[src/sv/assert_macros.svh]
// Assertion macros shared by the tilt level RTL.
// Included by files that carry concurrent checks; no other dependencies.
`ifndef ASSERT_MACROS_SVH
`define ASSERT_MACROS_SVH
`ifndef SYNTH
`define TLP_ASSERT_IMPLY(lbl, ck, rst_n, ante, cons, msg) \
	lbl: assert property (@(posedge ck) disable iff (!rst_n) (ante) |-> (cons)) \
		else $error(msg);
`define TLP_ASSERT_NEXT(lbl, ck, rst_n, ante, cons, msg) \
	lbl: assert property (@(posedge ck) disable iff (!rst_n) (ante) |=> (cons)) \
		else $error(msg);
`else
`define TLP_ASSERT_IMPLY(lbl, ck, rst_n, ante, cons, msg)
`define TLP_ASSERT_NEXT(lbl, ck, rst_n, ante, cons, msg)
`endif
`endif

[src/sv/tlp_pkg.sv]
// Shared constants, types and the arctangent table of the tilt level block.
// No dependencies; imported by the interfaces and all modules.
package tlp_pkg;

	localparam int ACCEL_BITS_DEF   = 16;
	localparam int CORDIC_STEPS_DEF = 16;
	localparam int COORD_BITS_DEF   = 10;

	localparam int CFG_IDX_W  = 3;
	localparam int CFG_DATA_W = 16;
	localparam int GAIN_W     = 16;
	localparam int SCALE_W    = 8;
	localparam int TOL_W      = 8;

	localparam int GAIN_RESET   = 6554;
	localparam int SCALE_RESET  = 40;
	localparam int TOL_RESET    = 6;
	localparam int WIDTH_RESET  = 240;
	localparam int HEIGHT_RESET = 135;

	typedef enum logic [CFG_IDX_W-1:0] {
		REG_GAIN   = 3'd0,
		REG_SCALE  = 3'd1,
		REG_TOL    = 3'd2,
		REG_WIDTH  = 3'd3,
		REG_HEIGHT = 3'd4
	} reg_idx_t;

	localparam int EDGE_MARGIN = 8;
	localparam int SMOOTH_FRAC = 8;
	localparam int DOFF_W      = 12;
	localparam int DOT_BITS    = 10;
	localparam int PITCH_BITS  = 15;
	localparam int ROLL_BITS   = 16;

	localparam int SCALED_W  = 31;
	localparam int SQ_W      = 62;
	localparam int ROOT_W    = 31;
	localparam int CORD_IN_W = 33;
	localparam int CORD_W    = 34;
	localparam int ANG_W     = 25;
	localparam int ANG_FRAC  = 8;
	localparam int ATAN_LEN  = 24;
	localparam int ATAN_IDX_W = 5;
	localparam int ATAN_W    = 21;

	localparam int PITCH_LIMIT = 9000;
	localparam int ROLL_LIMIT  = 18000;
	localparam logic signed [ANG_W-1:0] HALF_TURN  = ANG_W'(ROLL_LIMIT << ANG_FRAC);
	localparam logic signed [ANG_W-1:0] ROUND_HALF = ANG_W'(1 << (ANG_FRAC - 1));

	typedef struct packed {
		logic                        start;
		logic                        sel_pitch;
		logic signed [CORD_IN_W-1:0] x;
		logic signed [CORD_IN_W-1:0] y;
	} cordic_req_t;

	typedef struct packed {
		logic busy;
		logic done;
	} cordic_stat_t;

	function automatic logic [ATAN_W-1:0] atan_entry(input logic [ATAN_IDX_W-1:0] idx);
		logic [ATAN_W-1:0] v;
		case (idx)
			5'd0:    v = 21'd1152000;
			5'd1:    v = 21'd680065;
			5'd2:    v = 21'd359328;
			5'd3:    v = 21'd182400;
			5'd4:    v = 21'd91554;
			5'd5:    v = 21'd45822;
			5'd6:    v = 21'd22916;
			5'd7:    v = 21'd11459;
			5'd8:    v = 21'd5730;
			5'd9:    v = 21'd2865;
			5'd10:   v = 21'd1432;
			5'd11:   v = 21'd716;
			5'd12:   v = 21'd358;
			5'd13:   v = 21'd179;
			5'd14:   v = 21'd90;
			5'd15:   v = 21'd45;
			5'd16:   v = 21'd22;
			5'd17:   v = 21'd11;
			5'd18:   v = 21'd6;
			5'd19:   v = 21'd3;
			5'd20:   v = 21'd1;
			5'd21:   v = 21'd1;
			default: v = '0;
		endcase
		return v;
	endfunction

endpackage

[src/sv/tlp_isqrt.sv]
// Bit-pair restoring integer square root, one result bit per cycle.
// Depends on tlp_pkg for operand widths.
module tlp_isqrt import tlp_pkg::*; (
	input  logic              clk,
	input  logic              arst_n,
	input  logic              start,
	input  logic [SQ_W-1:0]   value,
	output logic              done,
	output logic [ROOT_W-1:0] root
);

	logic [SQ_W-1:0] v_q;
	logic [SQ_W-1:0] r_q;
	logic [SQ_W-1:0] bit_q;
	logic [SQ_W-1:0] trial;
	logic            take;
	logic            busy_q;
	logic            fin_q;

	assign trial = r_q + bit_q;
	assign take  = (v_q >= trial);
	assign done  = fin_q;
	assign root  = r_q[ROOT_W-1:0];

	always_ff @(posedge clk or negedge arst_n) begin
		if (!arst_n) begin
			busy_q <= 1'b0;
			fin_q  <= 1'b0;
		end else begin
			fin_q <= 1'b0;
			if (start) begin
				busy_q <= 1'b1;
			end else if (busy_q && bit_q[0]) begin
				busy_q <= 1'b0;
				fin_q  <= 1'b1;
			end
		end
	end

	always_ff @(posedge clk) begin
		if (start) begin
			v_q   <= value;
			r_q   <= '0;
			bit_q <= SQ_W'(1) << (SQ_W - 2);
		end else if (busy_q) begin
			if (take) begin
				v_q <= v_q - trial;
				r_q <= (r_q >> 1) + bit_q;
			end else begin
				r_q <= r_q >> 1;
			end
			bit_q <= bit_q >> 2;
		end
	end

endmodule

[config.mk]
export PLATFORM = sky130hd
export DESIGN_NAME = tlp_isqrt
export DESIGN_NICKNAME = d
export VERILOG_FILES = /design/src/sv/assert_macros.svh /design/src/sv/tlp_pkg.sv /design/src/sv/tlp_isqrt.sv
export SDC_FILE = /design/constraint.sdc
export NUM_CORES = 1
export LEC_CHECK = 0
export ABC_AREA = 1
export BUFFER_PORTS_ARGS = -buffer_cell sky130_fd_sc_hd__buf_2
export CORE_MARGIN = 10
export CORE_UTILIZATION = 45
export CTS_CLUSTER_DIAMETER = 40
export DETAILED_ROUTE_END_ITERATION = 10
export PLACE_DENSITY = 0.68
export SLEW_MARGIN = 5
export SYNTH_ARGS = -nofsm -noshare
export SYNTH_HDL_FRONTEND = slang
export SYNTH_SLANG_ARGS = --single-unit
[constraint.sdc]
create_clock -name clk -period 5.3 [get_ports clk]
set_input_delay 1.06 -clock clk [delete_from_list [all_inputs] [get_ports clk]]
set_output_delay 1.06 -clock clk [all_outputs]
set_load 0.1 [all_outputs]
**Word-level counts from Yosys, hierarchy flattened**

Index checks and enable logic that the tools add are counted.

- Bits in registers: 157
- Input bits: 65
- Logic and storage cells: 22

- Add/sub/neg operators: 3
- Order comparisons: 1
- Muxes and demuxes: 8
- Reduce and logical (&&, ||, !) cells: 5

Operators by type and width:

| cell | number |
|---|---|
| 2-to-1 mux 62 bit | 4 |
| adder 61 x 61 -> 62 bit | 1 |
| adder 62 x 61 -> 62 bit | 1 |
| >= comparator 62 bit | 1 |
| subtractor 62 bit | 1 |
| nonzero test 2 bit | 3 |
| 2-to-1 mux 1 bit | 4 |
| AND reduction 2 bit | 1 |
| logical AND 1 bit | 1 |

**Depth between registers and ports, before layout**

- Depth in word-level cells: 5
- Depth in mapped cells: 32
- Gate-level depth less buffers: 31

**Worst setup path before layout**

OpenSTA, ideal clock, no wires.

- Path kind: reg2reg
- From: register r_q[4]
- To: register v_q[0] (enable)
- Arrival: 4.570 ns
- Data required time: 4.879 ns
- Setup slack: 0.309 ns
- Stages on the path, launching flop included: 22
- Buffers on the path: 0
- Cells stage by stage: dfxtp_1 -> ha_1 -> nand2_1 -> inv_1 -> o21ai_0 -> o21ai_0 -> a21oi_1 -> o21ai_0 -> nand2_1 -> nand2_1 -> xor2_1 -> ha_1 -> nand2_1 -> inv_1 -> nand2_1 -> nor2_1 -> nand2_1 -> a21oi_1 -> nor2_4 -> nand2_8 -> nand2_2 -> nand2_1

- Word-level cells in the longest chain between the ends: 4

RTL lines:

| what | line | RTL |
|---|---|---|
| from (decl) | tlp_isqrt.sv:13 | `logic [SQ_W-1:0] r_q;` |
| from (signal assigned) | tlp_isqrt.sv:48 | `r_q <= (r_q >> 1) + bit_q;` |
| from (signal assigned) | tlp_isqrt.sv:50 | `r_q <= r_q >> 1;` |
| adder 62 x 61 -> 62 bit | tlp_isqrt.sv:20 | `assign trial = r_q + bit_q;` |
| >= comparator 62 bit | tlp_isqrt.sv:21 | `assign take = (v_q >= trial);` |
| nonzero test 2 bit (no source line) | - |  |
| AND reduction 2 bit (no source line) | - |  |
| to (signal assigned) | tlp_isqrt.sv:42 | `v_q <= value;` |
| to (signal assigned) | tlp_isqrt.sv:47 | `v_q <= v_q - trial;` |
| to (decl) | tlp_isqrt.sv:12 | `logic [SQ_W-1:0] v_q;` |

No other way between the ends.
A chain may end at the register's enable or synchronous reset.

**Final worst setup path**

- From: register r_q[6]
- To: register v_q[4] (enable)

Same word-level chain as after synthesis.

==> results.cfg <==
[yosys]
async_flop_share = 0.0127
yosysSeqAreaShare = 0.198
synth_ff_type = dfxtp_1
synth_cells = 3374
netlist_area_um2 = 19100
synthSimpleGateAreaFrac = 0.431
synth_top_family_by_area = simple AND/OR/NAND/NOR gates
avgSynthCellArea_um2 = 5.65
synth-seq-cells = 157
synth_edf_count = 62
muxShareOfSynthArea = 0
yosysWarnings = 0
synth.distinct_cells = 43
synth_nets = 3566
synth-compound-area-share = 0.130
synthAdderAreaFrac = 0.0837
synthXorXnorAreaFrac = 0.0340

[setup_path]
cp_max_fo = 62
crit_end = v_q[4]$_DFFE_PP_
r2r_slack_ns = 0.36
rr_worst_depth = 24
cp-end-kind = flip-flop
timing.rr.end = v_q[4]$_DFFE_PP_
required_ns = 5.47
rr_startpoint = r_q[6]$_SDFFE_PP0P_
worstSetupStartpoint = r_q[6]$_SDFFE_PP0P_
arrival_ns = 5.11
crit_type = flip-flop to flip-flop
start_kind = flip-flop

[detailed_routing]
avgRoutedWirePerCell_um = 18.6
drc = 0
routed_wl_um = 73700
postRouteAntennaNets = 0
avgViaCountPerCell = 5.43
drt_first_pass_iters = 9
num_vias = 21600
drt_iter0_drc = 2433

[clock_tree]
clkLatencyLatePin_ns = 0.52
cts_sinks = 157
clockBufferDepth = 2
cts_root_buf = clkbuf_16
cts_tree = built
h-tree-depth = 4
cts.reportedPaths.clkPinSlew_ns = 0.07
cts_made_buffers = 17
cts.hold.buffers_added = 0

[sta]
period_needed_ns = 4.94
setup_tns_ns = 0
fmax_mhz = 203
drv_slew = 0
rsz0062_at_grt = false
worst_pin_slew_ns = 1.08
fin_skew_ns = 0.0129
finalHoldViolCount = 0
setup_viol = 0
maxSlewHeadroom = 0.277
hold_ws_ns = 0.324
fin_crit_sh = 0.931

[global_routing]
grt_antenna_before_repair = 0
grt-ovfl-total = 0
track_usage = 0.285
first_global_vias = 19300
grt_max_degree = 78
grt_pass1_wl_um = 112000

[placement]
gp_congestion = 1.04
dp.cells = 3936
place.port_buffers = 96
dp_hpwl_um = 60300

[power_and_ir_drop]
leakagePower_nw = 9.55
ir_drop_uv = 292
power_density_nw_per_um2 = 509

[floorplanning]
ios = 97
fp-row-count = 75
fp.dieW_um = 226
core_area_um2 = 41900
initial_core_util = 0.454
die_y_um = 226
dieArea_um2 = 51000

[run_status]
status = finished clean

[final_layout]
final_common_cell = nand2_1
final_cell_mix = 1,104 x nand2_1, 466 x inv_1, 424 x nor2_1
fin_nets = 3608
area_growth_pct = 7.55
n_antenna_cell = 0
layout.cells.non_filler = 3966
drive_above_1_share = 0.0560

[job]
cap_violations = 0

[worst_hold_path]
hp-class = input pin to async pin
## per-layer routing
metal	vias up	global-route usage	share of wire
met4	0	0.109	0.032
li1	10900	-	-
met1	9611	0.385	0.45
met2	963	0.427	0.42
met5	-	0	0
met3	111	0.0698	0.097
## logic make-up after synthesis
kind of cell    Yosys count
compound gates          464
xor+xnor                 74
fa+ha+maj               127
buf+inv                 576
flops                   157
simple gates           1976
## worst max-delay path, cell delays in order (launching register included)
cell,delay [ns]
dfxtp_1,0.40
ha_1,0.42
nand2_1,0.09
o21ai_0,0.18
inv_1,0.06
nand2_1,0.15
a21oi_1,0.12
o21ai_0,0.55
nand2_1,0.14
nand2_1,0.22
nand3_1,0.17
nand3_1,0.12
nand2_1,0.07
ha_1,0.35
nand2_1,0.10
nor2_1,0.17
inv_1,0.10
nor2_1,0.15
nand2_1,0.09
a21oi_1,0.23
nor2_4,0.09
nand2_8,0.09
nand2_2,0.06
nand2_2,0.09
buf_12,0.34
## worst min-delay path by stage
stage | from | endpoint | slack (ns) | depth (start not counted)
2_1_floorplan | bit_q[0]$_SDFFE_PP0P_ | done$_DFF_PN0_ | 0.45 | 2
3_3_place_gp | r_q[0]$_SDFFE_PP0P_ | r_q[0]$_SDFFE_PP0P_ | 0.48 | 2
3_5_place_dp | r_q[0]$_SDFFE_PP0P_ | r_q[0]$_SDFFE_PP0P_ | 0.49 | 2
4_1_cts | arst_n | done$_DFF_PN0_ | 0.30 | 1
5_1_grt | arst_n | done$_DFF_PN0_ | 0.31 | 1
6_report | arst_n | done$_DFF_PN0_ | 0.32 | 1
## state kept, by name, summed over array words and instances (netlist names)
name	flops
bit_q	31
busy_q	1
done	1
r_q	62
v_q	62
## cell usage after synthesis, drive strengths merged, types with 5 or more instances
cell type | instances | share of area
nand2 | 1109 | 0.22
inv | 468 | 0.092
nor2 | 428 | 0.085
nand3 | 287 | 0.075
a21oi | 222 | 0.058
o21ai | 178 | 0.047
ha | 126 | 0.083
dfxtp | 93 | 0.098
edfxtp | 62 | 0.098
nand3b | 55 | 0.022
buf | 54 | 0.020
clkbuf | 54 | 0.011
xnor2 | 41 | 0.019
nor3 | 40 | 0.011
xor2 | 33 | 0.015
o21bai | 27 | 0.011
nand4 | 24 | 0.0079
or2 | 17 | 0.0056
a21o | 11 | 0.0043
nor4 | 7 | 0.0023
a31oi | 6 | 0.0020
and2 | 6 | 0.0020
a21boi | 5 | 0.0020
## area by class of cell
cell class | count | area (µm²)
Clock inverter | 12 | 125
Inverter | 468 | 1760
Clock buffer | 18 | 450
Sequential cell | 157 | 3780
Timing Repair Buffer | 131 | 766
Multi-Input combinational cell | 2641 | 13000
Fill cell | 4655 | 21400
Tap cell | 539 | 674
## repair_timing
item | in CTS | in global routing
setup buffers | 0 | 0
resized for setup | 0 | 7
endpoints found under the setup margin | 0 | 124
## per-stage QoR
stage          utilization  setup slack, ns  instance area (µm²)  power (mW)
2_1_floorplan            -            0.309                19100        7.08
3_3_place_gp         0.475            0.386                19900        8.91
3_5_place_dp         0.475            0.352                19900        8.93
4_1_cts              0.489            0.324                20500        10.2
5_1_grt              0.489           0.0166                20500        11.2
6_report             0.489            0.365                20500        10.4
## where the power goes
group / switching [mW] / internal, mW
clock: 0.611 / 0.679
combinational: 4.87 / 2.17
sequential: 0.331 / 1.77
total: 5.82 / 4.62
Note: power is estimated with default switching activity, not from simulation.
