==> config.mk <==
export PLATFORM = sky130hd
export DESIGN_NAME = tlp_cordic
export DESIGN_NICKNAME = d
export VERILOG_FILES = /design/src/sv/assert_macros.svh /design/src/sv/tlp_pkg.sv /design/src/sv/tlp_cordic.sv
export SDC_FILE = /design/constraint.sdc
export NUM_CORES = 1
export LEC_CHECK = 0
export ABC_AREA = 0
export BUFFER_PORTS_ARGS = -buffer_cell sky130_fd_sc_hd__buf_2
export CAP_MARGIN = 20
export CORE_ASPECT_RATIO = 1.4
export CORE_MARGIN = 2
export CORE_UTILIZATION = 58
export CTS_BUF_LIST = sky130_fd_sc_hd__clkbuf_8 sky130_fd_sc_hd__clkbuf_16
export DETAILED_ROUTE_END_ITERATION = 6
export HOLD_SLACK_MARGIN = 0.12
export PLACE_DENSITY_LB_ADDON = 0.2
export SLEW_MARGIN = 25
export SYNTH_ARGS = -nofsm -noshare
export SYNTH_HDL_FRONTEND = slang
export SYNTH_SLANG_ARGS = --single-unit
==> constraint.sdc <==
create_clock -name clk -period 6.34 [get_ports clk]
set_clock_uncertainty 0.15 [all_clocks]
set_input_delay 1.268 -clock clk [delete_from_list [all_inputs] [get_ports clk]]
set_output_delay 1.268 -clock clk [all_outputs]
set_load 0.02 [all_outputs]
==> src/sv/assert_macros.svh <==
// Assertion macros shared by the tilt level RTL.
// Included by files that carry concurrent checks; no other dependencies.
`ifndef ASSERT_MACROS_SVH
`define ASSERT_MACROS_SVH
`ifndef SYNTH
`define TLP_ASSERT_IMPLY(lbl, ck, rst_n, ante, cons, msg) \
	lbl: assert property (@(posedge ck) disable iff (!rst_n) (ante) |-> (cons)) \
		else $error(msg);
`define TLP_ASSERT_NEXT(lbl, ck, rst_n, ante, cons, msg) \
	lbl: assert property (@(posedge ck) disable iff (!rst_n) (ante) |=> (cons)) \
		else $error(msg);
`else
`define TLP_ASSERT_IMPLY(lbl, ck, rst_n, ante, cons, msg)
`define TLP_ASSERT_NEXT(lbl, ck, rst_n, ante, cons, msg)
`endif
`endif

==> src/sv/tlp_pkg.sv <==
// Shared constants, types and the arctangent table of the tilt level block.
// No dependencies; imported by the interfaces and all modules.
package tlp_pkg;

	localparam int ACCEL_BITS_DEF   = 16;
	localparam int CORDIC_STEPS_DEF = 16;
	localparam int COORD_BITS_DEF   = 10;

	localparam int CFG_IDX_W  = 3;
	localparam int CFG_DATA_W = 16;
	localparam int GAIN_W     = 16;
	localparam int SCALE_W    = 8;
	localparam int TOL_W      = 8;

	localparam int GAIN_RESET   = 6554;
	localparam int SCALE_RESET  = 40;
	localparam int TOL_RESET    = 6;
	localparam int WIDTH_RESET  = 240;
	localparam int HEIGHT_RESET = 135;

	typedef enum logic [CFG_IDX_W-1:0] {
		REG_GAIN   = 3'd0,
		REG_SCALE  = 3'd1,
		REG_TOL    = 3'd2,
		REG_WIDTH  = 3'd3,
		REG_HEIGHT = 3'd4
	} reg_idx_t;

	localparam int EDGE_MARGIN = 8;
	localparam int SMOOTH_FRAC = 8;
	localparam int DOFF_W      = 12;
	localparam int DOT_BITS    = 10;
	localparam int PITCH_BITS  = 15;
	localparam int ROLL_BITS   = 16;

	localparam int SCALED_W  = 31;
	localparam int SQ_W      = 62;
	localparam int ROOT_W    = 31;
	localparam int CORD_IN_W = 33;
	localparam int CORD_W    = 34;
	localparam int ANG_W     = 25;
	localparam int ANG_FRAC  = 8;
	localparam int ATAN_LEN  = 24;
	localparam int ATAN_IDX_W = 5;
	localparam int ATAN_W    = 21;

	localparam int PITCH_LIMIT = 9000;
	localparam int ROLL_LIMIT  = 18000;
	localparam logic signed [ANG_W-1:0] HALF_TURN  = ANG_W'(ROLL_LIMIT << ANG_FRAC);
	localparam logic signed [ANG_W-1:0] ROUND_HALF = ANG_W'(1 << (ANG_FRAC - 1));

	typedef struct packed {
		logic                        start;
		logic                        sel_pitch;
		logic signed [CORD_IN_W-1:0] x;
		logic signed [CORD_IN_W-1:0] y;
	} cordic_req_t;

	typedef struct packed {
		logic busy;
		logic done;
	} cordic_stat_t;

	function automatic logic [ATAN_W-1:0] atan_entry(input logic [ATAN_IDX_W-1:0] idx);
		logic [ATAN_W-1:0] v;
		case (idx)
			5'd0:    v = 21'd1152000;
			5'd1:    v = 21'd680065;
			5'd2:    v = 21'd359328;
			5'd3:    v = 21'd182400;
			5'd4:    v = 21'd91554;
			5'd5:    v = 21'd45822;
			5'd6:    v = 21'd22916;
			5'd7:    v = 21'd11459;
			5'd8:    v = 21'd5730;
			5'd9:    v = 21'd2865;
			5'd10:   v = 21'd1432;
			5'd11:   v = 21'd716;
			5'd12:   v = 21'd358;
			5'd13:   v = 21'd179;
			5'd14:   v = 21'd90;
			5'd15:   v = 21'd45;
			5'd16:   v = 21'd22;
			5'd17:   v = 21'd11;
			5'd18:   v = 21'd6;
			5'd19:   v = 21'd3;
			5'd20:   v = 21'd1;
			5'd21:   v = 21'd1;
			default: v = '0;
		endcase
		return v;
	endfunction

endpackage

==> src/sv/tlp_cordic.sv <==
// Vectoring CORDIC: angle of (x, y) in centidegrees, one rotation per cycle.
// Depends on tlp_pkg for widths, limits and the arctangent table.
module tlp_cordic import tlp_pkg::*; #(
	parameter int CORDIC_STEPS = CORDIC_STEPS_DEF
) (
	input  logic                        clk,
	input  logic                        arst_n,
	input  cordic_req_t                 req,
	output cordic_stat_t                stat,
	output logic signed [ROLL_BITS-1:0] angle
);

	localparam int NSTEP  = (CORDIC_STEPS < ATAN_LEN) ? CORDIC_STEPS : ATAN_LEN;
	localparam int STEP_W = $clog2(NSTEP);
	localparam logic [STEP_W-1:0] LAST_STEP = STEP_W'(NSTEP - 1);

	logic signed [CORD_W-1:0] x_q, y_q, x_in, y_in, x_sh, y_sh;
	logic signed [ANG_W-1:0]  ang_q, ang_in, atan_s, rnd, lim, clamped;
	logic [STEP_W-1:0]        step_q;
	logic                     busy_q, fin_q, zero_q, sel_pitch_q;

	always_comb begin
		x_in   = CORD_W'(req.x);
		y_in   = CORD_W'(req.y);
		ang_in = '0;
		if (x_in < 0) begin
			ang_in = (y_in >= 0) ? HALF_TURN : -HALF_TURN;
			x_in   = -x_in;
			y_in   = -y_in;
		end
	end

	assign x_sh   = x_q >>> step_q;
	assign y_sh   = y_q >>> step_q;
	assign atan_s = ANG_W'(atan_entry(ATAN_IDX_W'(step_q)));

	always_comb begin
		rnd     = (ang_q + ROUND_HALF) >>> ANG_FRAC;
		lim     = sel_pitch_q ? ANG_W'(PITCH_LIMIT) : ANG_W'(ROLL_LIMIT);
		clamped = rnd;
		if (rnd > lim) begin
			clamped = lim;
		end else if (rnd < -lim) begin
			clamped = -lim;
		end
		angle = zero_q ? '0 : ROLL_BITS'(clamped);
	end

	assign stat.busy = busy_q;
	assign stat.done = fin_q;

	always_ff @(posedge clk or negedge arst_n) begin
		if (!arst_n) begin
			busy_q <= 1'b0;
			fin_q  <= 1'b0;
			step_q <= '0;
		end else begin
			fin_q <= 1'b0;
			if (req.start) begin
				busy_q <= 1'b1;
				step_q <= '0;
			end else if (busy_q) begin
				step_q <= step_q + 1'b1;
				if (step_q == LAST_STEP) begin
					busy_q <= 1'b0;
					fin_q  <= 1'b1;
				end
			end
		end
	end

	always_ff @(posedge clk) begin
		if (req.start) begin
			x_q         <= x_in;
			y_q         <= y_in;
			ang_q       <= ang_in;
			zero_q      <= (req.x == '0) && (req.y == '0);
			sel_pitch_q <= req.sel_pitch;
		end else if (busy_q) begin
			if (y_q >= 0) begin
				x_q   <= x_q + y_sh;
				y_q   <= y_q - x_sh;
				ang_q <= ang_q + atan_s;
			end else begin
				x_q   <= x_q - y_sh;
				y_q   <= y_q + x_sh;
				ang_q <= ang_q - atan_s;
			end
		end
	end

endmodule

Word-level counts from Yosys, hierarchy flattened
Memory sizes are Yosys's and may differ from the RTL's.
Cells that the tools add are included.
{"block": "classes", "addsub": 11, "n_lt_le_gt_ge": 5, "n_eq_ne": 1, "shifts": 2, "muxes": 25, "reduce_logical": 4}
{"cell": "$mux W34", "n": 8}
{"cell": "$mux W25", "n": 5}
{"cell": "$add A34 B34 Y34", "n": 2}
{"cell": "$neg A33 Y34", "n": 2}
{"cell": "$sshr A34 B4 Y34", "n": 2}
{"cell": "$sub A34 B34 Y34", "n": 2}
{"cell": "$logic_not A33 Y1", "n": 2}
{"cell": "$mux W16", "n": 3}
{"cell": "$ge A34 B1 Y1 const B", "n": 1}
{"cell": "$ge A33 B1 Y1 const B", "n": 1}
{"cell": "$lt A33 B1 Y1 const B", "n": 1}
{"cell": "$add A25 B22 Y25", "n": 1}
{"cell": "$add A25 B9 Y25 const B", "n": 1}
{"cell": "$lt A17 B25 Y1", "n": 1}
{"cell": "$neg A15 Y25", "n": 1}
{"cell": "$sub A25 B22 Y25", "n": 1}
{"cell": "$gt A17 B16 Y1", "n": 1}
{"cell": "$mux W15", "n": 1}
{"cell": "$mux W4", "n": 2}
{"cell": "$mux W1", "n": 6}
{"cell": "$add A4 B1 Y4 const B", "n": 1}
{"cell": "$eq A4 B4 Y1 const B", "n": 1}
{"cell": "$reduce_bool A2 Y1", "n": 1}
{"cell": "$logic_and A1 B1 Y1", "n": 1}
{"block": "totals", "reg_bits": 101, "mem_bits_ro": 336, "in_bits": 70, "out_inout_bits": 18, "word_cells": 57, "n_memories": 1}
{"memory": "(name not given)", "words": 16, "word_bits": 21, "rd": 1, "rd_clocked_by_memory_dff": 0, "write_ports": 0, "line_no": "tlp_pkg.sv:66", "text": "case (idx)"}

Depth between registers and ports, before layout
Gate-level depths: netlist of the first run.
{"block": "depth", "depth_word": 6, "ltp_mapped": 26, "ltp_nobuf": 21}

Least setup slack after synthesis of the first run
Ideal clock, no wire load.
{"block": "synth_path", "path_type": "register to register", "start": "reg step_q[1]", "end": "reg y_q[30] (data pin)", "t_arrival_ns": 5.815, "required_time_ns": 6.033, "setup_slack_ns": 0.218, "stages_incl_launch_ff": 27, "path_buffers": 8, "synth_period_minus_slack_ns": 6.122, "path_cell_list": "dfrtp_1 -> buf_6 -> buf_2 -> buf_2 -> buf_2 -> buf_2 -> buf_1 -> buf_1 -> buf_1 -> a211oi_1 -> or2_2 -> ha_1 -> o211ai_1 -> nor2_1 -> nand2_1 -> o21ai_0 -> xor2_1 -> ha_1 -> and3_1 -> a21oi_1 -> a21oi_1 -> a221oi_1 -> nand4_1 -> a311o_1 -> a21o_1 -> a211o_1 -> a32oi_1"}
{"block": "synth_between", "elab_chain_cells": 5, "elab_cells_between_ends": 6}
{"item": "start: declaration", "line_no": "tlp_cordic.sv:19", "text": "logic [STEP_W-1:0] step_q;"}
{"item": "start signal: assignment", "line_no": "tlp_cordic.sv:63", "text": "step_q <= step_q + 1'b1;"}
{"item": "$sshr A34 B4 Y34 *", "line_no": "tlp_cordic.sv:33", "text": "assign x_sh = x_q >>> step_q;"}
{"item": "$add A34 B34 Y34 / $sub A34 B34 Y34 (equally long branches)", "line_no": "tlp_cordic.sv:86, tlp_cordic.sv:82"}
{"item": "$mux W34 *", "line_no": "tlp_cordic.sv:80", "text": "if (y_q >= 0) begin"}
{"item": "$mux W34 *", "line_no": "tlp_cordic.sv:79", "text": "end else if (busy_q) begin"}
{"item": "$mux W34 *", "line_no": "tlp_cordic.sv:73", "text": "if (req.start) begin"}
{"item": "end signal: assignment", "line_no": "tlp_cordic.sv:75", "text": "y_q <= y_in;"}
{"item": "end signal: assignment", "line_no": "tlp_cordic.sv:82", "text": "y_q <= y_q - x_sh;"}
{"item": "end signal: assignment", "line_no": "tlp_cordic.sv:86", "text": "y_q <= y_q + x_sh;"}
{"item": "end: declaration", "line_no": "tlp_cordic.sv:17", "text": "logic signed [CORD_W-1:0] x_q, y_q, x_in, y_in, x_sh, y_sh;"}
Mark *: on every way between the ends. The rest lies on a longest branch, timed or not. The select of a mux whose other input is x is not followed.
A chain may end at the register's enable or synchronous reset.

Worst setup path after layout of the first run
{"block": "layout_path", "start": "reg step_q[0]", "end": "reg x_q[33] (data pin)"}
{"block": "layout_between", "elab_chain_cells": 5, "elab_cells_between_ends": 6}
{"item": "$sshr A34 B4 Y34 *", "line_no": "tlp_cordic.sv:34", "text": "assign y_sh = y_q >>> step_q;"}
{"item": "$sub A34 B34 Y34 / $add A34 B34 Y34 (equally long branches)", "line_no": "tlp_cordic.sv:85, tlp_cordic.sv:81"}
{"item": "$mux W34 *", "line_no": "tlp_cordic.sv:80"}
{"item": "$mux W34 *", "line_no": "tlp_cordic.sv:79"}
{"item": "$mux W34 *", "line_no": "tlp_cordic.sv:73"}
{"item": "end signal: assignment", "line_no": "tlp_cordic.sv:74", "text": "x_q <= x_in;"}
{"item": "end signal: assignment", "line_no": "tlp_cordic.sv:81", "text": "x_q <= x_q + y_sh;"}
{"item": "end signal: assignment", "line_no": "tlp_cordic.sv:85", "text": "x_q <= x_q - y_sh;"}
{"item": "end: declaration", "line_no": "tlp_cordic.sv:17"}
Marked as above.

==> results.cfg, run 1 <==
[critical_path]
start_kind = flop
path_cells = buf_4, buf_4, mux4_2, mux2_2, or4_1, a211oi_1, buf_4, and3_1, or4b_1, nand2_1, xnor2_1, ha_1, a21o_1, a21o_1, a221oi_2, a31oi_1, a21oi_2, o211ai_1, a2111oi_2, buf_4, nor4_1, o21bai_1
crit_family = compound AO/OA/AOI/OAI gates
critPathMaxFanout = 13
cp.required_ns = 6.32
cp-end-kind = flop
path_buf_inv = 4
slowest_delay_ns = 0.58
crit_arrival_ns = 6.06
slowest_stage = dfrtp_4
crit_path_frequent_cell = buf_4
worst-setup-path-type = flop to flop

[cells_and_area]
layout-drive-gt1-share = 0.172
instances_no_fill = 2493
final_util = 0.641
antennaDiodeCount = 0
areaGrowthSynthToFinish_pct = 8.78
final_nets = 2301

[cts]
cts_buffers = 9
insertion_delay_ns = 0.38
path_clk_slew_ns = 0.07
htree_levels = 3
root_buffer = clkbuf_16
cts.path.max_buffers = 2
clock-sinks = 101
tritoncts = yes

[timing]
rsz0062_at_grt = no
fin_setup_tns_ns = 0
max_freq_mhz = 164
drv_slew = 0
fin_crit_sh = 0.959
setup_viol = 0
hold_viol_final = 0
slew_headroom = 0.424
finalWorstSetupSlack_ns = 0.260
fin_crit_ns = 6.08
tightest_slew_ns = 0.863

[floorplan]
initial_core_util = 0.589
row_count = 74
die_y_um = 208
die_x_um = 149
die_area_um2 = 31000
fp.coreArea_um2 = 29200
pin_count = 88

[global_routing]
grt_pass1_wl_um = 82200
overflow = 0
antenna_found_initial = 0
grt_pass1_vias = 16066
grt_max_degree = 87
grt_usage = 0.332

[route]
drt-initial-drc-count = 1252
vias = 16834
drc = 0
drtPass1Iterations = 6
drt-wirelength-per-cell_um = 21.0
vias_per_cell = 6.75
routed_wl_um = 52400
ant_nets = 0

[placed_design]
place_ws_ns = 0.0332
dpl.cell_count = 2470
port-buffer-count = 87
gp_congestion = 0.948
dp_hpwl_um = 39800

[synthesis]
ys_top_cells_by_count = nand2_1, nor2_1, a21oi_1
synthCells = 2031
async_flop_share = 0.0594
ys_ff_latch = 101
synth_area_leaders = edfxtp_1, mux4_2, ha_1, xnor2_1, nand2_1
syn_avg_cell_area_um2 = 8.46
synthFlopType = edfxtp_1
synth.largest_area_cell = edfxtp_1
synth_cell_types = 87
synth.net_count = 2223
yosysSeqAreaShare = 0.175
synth.most_common_cell = nand2_1
synth_edf_count = 95
yosys.area.top_type_share = 0.166
synth_warnings = 0
netlist_area_um2 = 17200

[status]
run_status = complete, no violations

[worst_hold_path]
hold_class = flop to flop

[job]
maxCapViolCount = 0
## worst register-to-register path: cells and delay by family, from the launching register on
family / cells / cell delay [ns]
buffers and inverters: 4 / 0.68
XOR/XNOR: 1 / 0.15
adder cells (fa/ha/maj): 1 / 0.30
AO/OA/AOI/OAI: 9 / 1.98
multiplexers: 2 / 0.60
AND/OR/NAND/NOR: 5 / 1.40
flip-flops: 1 / 0.58
## final cells by class
type / count / area (µm²)
fill: 2562 / 10500
multi-input combinational: 1753 / 13500
clock buffer: 9 / 225
inverter: 68 / 256
timing repair buffer: 176 / 1170
clock inverter: 6 / 80.1
sequential: 101 / 3020
tap: 380 / 475
## repair_timing
action | 4_1_cts | 5_1_grt
resized for setup | 0 | 7
endpoints found under the setup margin | 0 | 18
hold buffers | 0 | 0
buffers inserted | 0 | 7
## cell usage in the layout (no fill, tap or decap), drive strengths merged, types with 18 or more instances in the layout
cell type	Yosys	routed
nand2b	28	28
xnor2	137	137
a21oi	139	139
nor2b	24	24
o211ai	18	18
and3	21	21
mux2i	52	52
a211oi	19	19
mux4	95	95
o31ai	35	35
a21o	42	42
nor2	171	171
or3	25	25
edfxtp	95	95
xor2	79	79
buf	46	175
inv	68	68
ha	119	119
o21a	18	18
nor3	53	53
o21ai	125	125
nand3	47	47
nand4	23	23
mux2	40	40
nand2	196	196
a31oi	29	29
## final timing paths
path	start	depth (start not counted)	slack, ns	end
max	step_q[0]$_DFFE_PN0P_	22	0.26	x_q[33]$_DFFE_PP_
min	ang_q[0]$_SDFFCE_PP0P_	2	0.54	ang_q[0]$_SDFFCE_PP0P_
max reg2reg	step_q[0]$_DFFE_PN0P_	22	0.26	x_q[33]$_DFFE_PP_
min reg2reg	ang_q[0]$_SDFFCE_PP0P_	2	0.54	ang_q[0]$_SDFFCE_PP0P_
max in group asynchronous	arst_n	1	5.24	step_q[3]$_DFFE_PN0P_
min in group asynchronous	arst_n	1	0.58	fin_q$_DFF_PN0_
## metrics by stage
step           hold slack (ns)  cell area, µm²
6_report                 0.542           18700
2_1_floorplan            0.459           17200
5_1_grt                  0.580           18700
4_1_cts                  0.549           18600
3_5_place_dp             0.537           18300
3_3_place_gp             0.506           18300
## per-layer routing
metal,track usage,vias to the layer above,routed length [µm]
met5,0,-,0
met4,0.224,0,3880
met3,0.0525,212,3060
met2,0.583,659,26400
met1,0.361,8130,19100
li1,-,7833,-
## registers in the layout, summed over array words and instances, names as in the netlist
name         cells
x_q             34
busy_q           1
y_q             34
step_q           4
ang_q           25
zero_q           1
fin_q            1
sel_pitch_q      1
## cell families after synthesis
| kind of cell | count (synthesis) | share of synthesized area |
|---|---|---|
| buffers and inverters | 177 | 0.0430 |
| multiplexers | 187 | 0.181 |
| AO/OA/AOI/OAI | 546 | 0.206 |
| AND/OR/NAND/NOR | 682 | 0.195 |
| XOR/XNOR | 216 | 0.110 |
| adder cells (fa/ha/maj) | 122 | 0.0902 |
| flip-flops | 101 | 0.175 |
Power of run 1 is left out: the tool's default activity adds up to more than one toggle a clock period on the data nets, which glitch-free logic cannot reach.
==> run 2, diff against run 1 <==
--- a/config.mk
+++ b/config.mk
@@ -8,5 +8,5 @@
 export ABC_AREA = 0
 export BUFFER_PORTS_ARGS = -buffer_cell sky130_fd_sc_hd__buf_2
-export CAP_MARGIN = 20
+export CAP_MARGIN = 15
 export CORE_ASPECT_RATIO = 1.4
 export CORE_MARGIN = 2
@@ -16,4 +16,5 @@
 export HOLD_SLACK_MARGIN = 0.12
 export PLACE_DENSITY_LB_ADDON = 0.2
+export RECOVER_POWER = 25
 export SLEW_MARGIN = 25
 export SYNTH_ARGS = -nofsm -noshare
--- a/constraint.sdc
+++ b/constraint.sdc
@@ -3,3 +3,3 @@
 set_input_delay 1.268 -clock clk [delete_from_list [all_inputs] [get_ports clk]]
 set_output_delay 1.268 -clock clk [all_outputs]
-set_load 0.02 [all_outputs]
+set_load 0.01 [all_outputs]
==> run 2 against run 1 <==
  * Clock-buffer cell count stayed put
  * Final cell count stayed put
  * Flip-flop and latch count unchanged
  * Non-clock buffer count did not move
  * Core utilization barely moved
  * Hold slack about the same
  * Global-route usage is the same
  * Routed wire length about the same
  * Critical endpoint unchanged
  * Largest cell class unchanged
  * Setup slack is essentially flat
  * Register-to-register slack about the same
  * Cell area is essentially flat
==> results.cfg, run 2 (synthesis gave the netlist of run 1 again) <==
[status]
run_status = complete, no violations

[timing]
setup_viol = 0
rsz0062_at_grt = no
drv_slew = 0
fin_crit_sh = 0.959
fin_crit_ns = 6.08
max_freq_mhz = 164
slew_headroom = 0.424
hold_viol_final = 0
fin_setup_tns_ns = 0
tightest_slew_ns = 0.863

[critical_path]
rr_worst_depth = 22
slowest_stage = dfrtp_4
crit-reg2reg-launch = step_q[0]$_DFFE_PN0P_
worst-setup-path-type = flop to flop
cp.required_ns = 6.32
path_cells = buf_4, buf_4, mux4_2, mux2_2, or4_1, a211oi_1, buf_4, and3_1, or4b_1, nand2_1, xnor2_1, ha_1, a21o_1, a21o_1, a221oi_2, a31oi_1, a21oi_2, o211ai_1, a2111oi_2, buf_4, nor4_1, o21bai_1
slowest_delay_ns = 0.58
start_kind = flop
crit_arrival_ns = 6.06
critPathMaxFanout = 13
crit_path_frequent_cell = buf_4
critPathLaunch = step_q[0]$_DFFE_PN0P_
cp-end-kind = flop

[cells_and_area]
layout-drive-gt1-share = 0.171
areaGrowthSynthToFinish_pct = 8.76
largest_registers = x_q: 34 flops, y_q: 34 flops, ang_q: 25 flops
layout_common_cells = nand2_1, nor2_1, a21oi_1, xnor2_1, o21ai_0
final_nets = 2301
instances_no_fill = 2493
final_common_cell = nand2_1
antennaDiodeCount = 0

[floorplan]
initial_core_util = 0.589
die_x_um = 149
die_area_um2 = 31000
pin_count = 88
row_count = 74
die_y_um = 208
fp.coreArea_um2 = 29200

[route]
vias_per_cell = 6.75
routed_wl_um = 52400
drt-wirelength-per-cell_um = 21.0
drtPass1Iterations = 6
drt-initial-drc-count = 1252
ant_nets = 0
vias = 16827
drc = 0

[global_routing]
grt_pass1_vias = 16066
grt_pass1_wl_um = 82200
grt_max_degree = 87
overflow = 0
antenna_found_initial = 0
grt_usage = 0.332

[cts]
clock-sinks = 101
path_clk_slew_ns = 0.07
root_buffer = clkbuf_16
holdBufCountCts = 0
tritoncts = yes
cts.path.max_buffers = 2
cts_buffers = 9
htree_levels = 3
insertion_delay_ns = 0.38

[placed_design]
gp_congestion = 0.948
dpl.cell_count = 2470
dp_hpwl_um = 39800
port-buffer-count = 87

[worst_hold_path]
hold_class = flop to flop
hold_start = ang_q[0]$_SDFFCE_PP0P_
min_path_cells = 2

[job]
maxCapViolCount = 0
## run 2: metal layers
metal,vias to the layer above,global-route usage,part of all wire
li1,7835,-,-
met1,8124,0.361,0.36
met2,656,0.583,0.50
met3,212,0.0525,0.058
met4,0,0.224,0.074
met5,-,0,0
## run 2: layout make-up
type,instances,area (µm²)
multi-input cells,1753,13500
fillers,2565,10500
flip-flops and latches,101,3020
repair buffers,176,1160
well taps,380,475
inverters,68,256
clock buffers,9,225
clock inverters,6,80.1
## run 2: timing repair
action | 4_1_cts | 5_1_grt
endpoints found under the setup margin | 0 | 17
setup buffers | 0 | 7
resized for setup | 0 | 7
## run 2: worst paths after layout
check | to | slack (ns)
max | x_q[33]$_DFFE_PP_ | 0.26
min reg2reg | ang_q[0]$_SDFFCE_PP0P_ | 0.54
min in group asynchronous | fin_q$_DFF_PN0_ | 0.69
max in group asynchronous | step_q[3]$_DFFE_PN0P_ | 4.94
max reg2reg | x_q[33]$_DFFE_PP_ | 0.26
min | ang_q[0]$_SDFFCE_PP0P_ | 0.54
## run 2: per-stage QoR
stage	worst slack (ns)	instance area [µm²]	hold WS (ns)	utilization
2_1_floorplan	0.218	17200	0.459	-
3_3_place_gp	0.142	18300	0.506	0.626
3_5_place_dp	0.0332	18300	0.537	0.626
4_1_cts	0.0169	18600	0.549	0.637
5_1_grt	0.00472	18700	0.601	0.641
6_report	0.260	18700	0.542	0.641
## run 2: critical path, delay by kind of cell, from the launching register on
family,cells,cell delay [ns]
compound gates,9,1.98
simple gates,5,1.40
buf+inv,4,0.68
mux,2,0.60
flops,1,0.58
fa+ha+maj,1,0.30
xor+xnor,1,0.15
Power of run 2 is left out for the same reason.
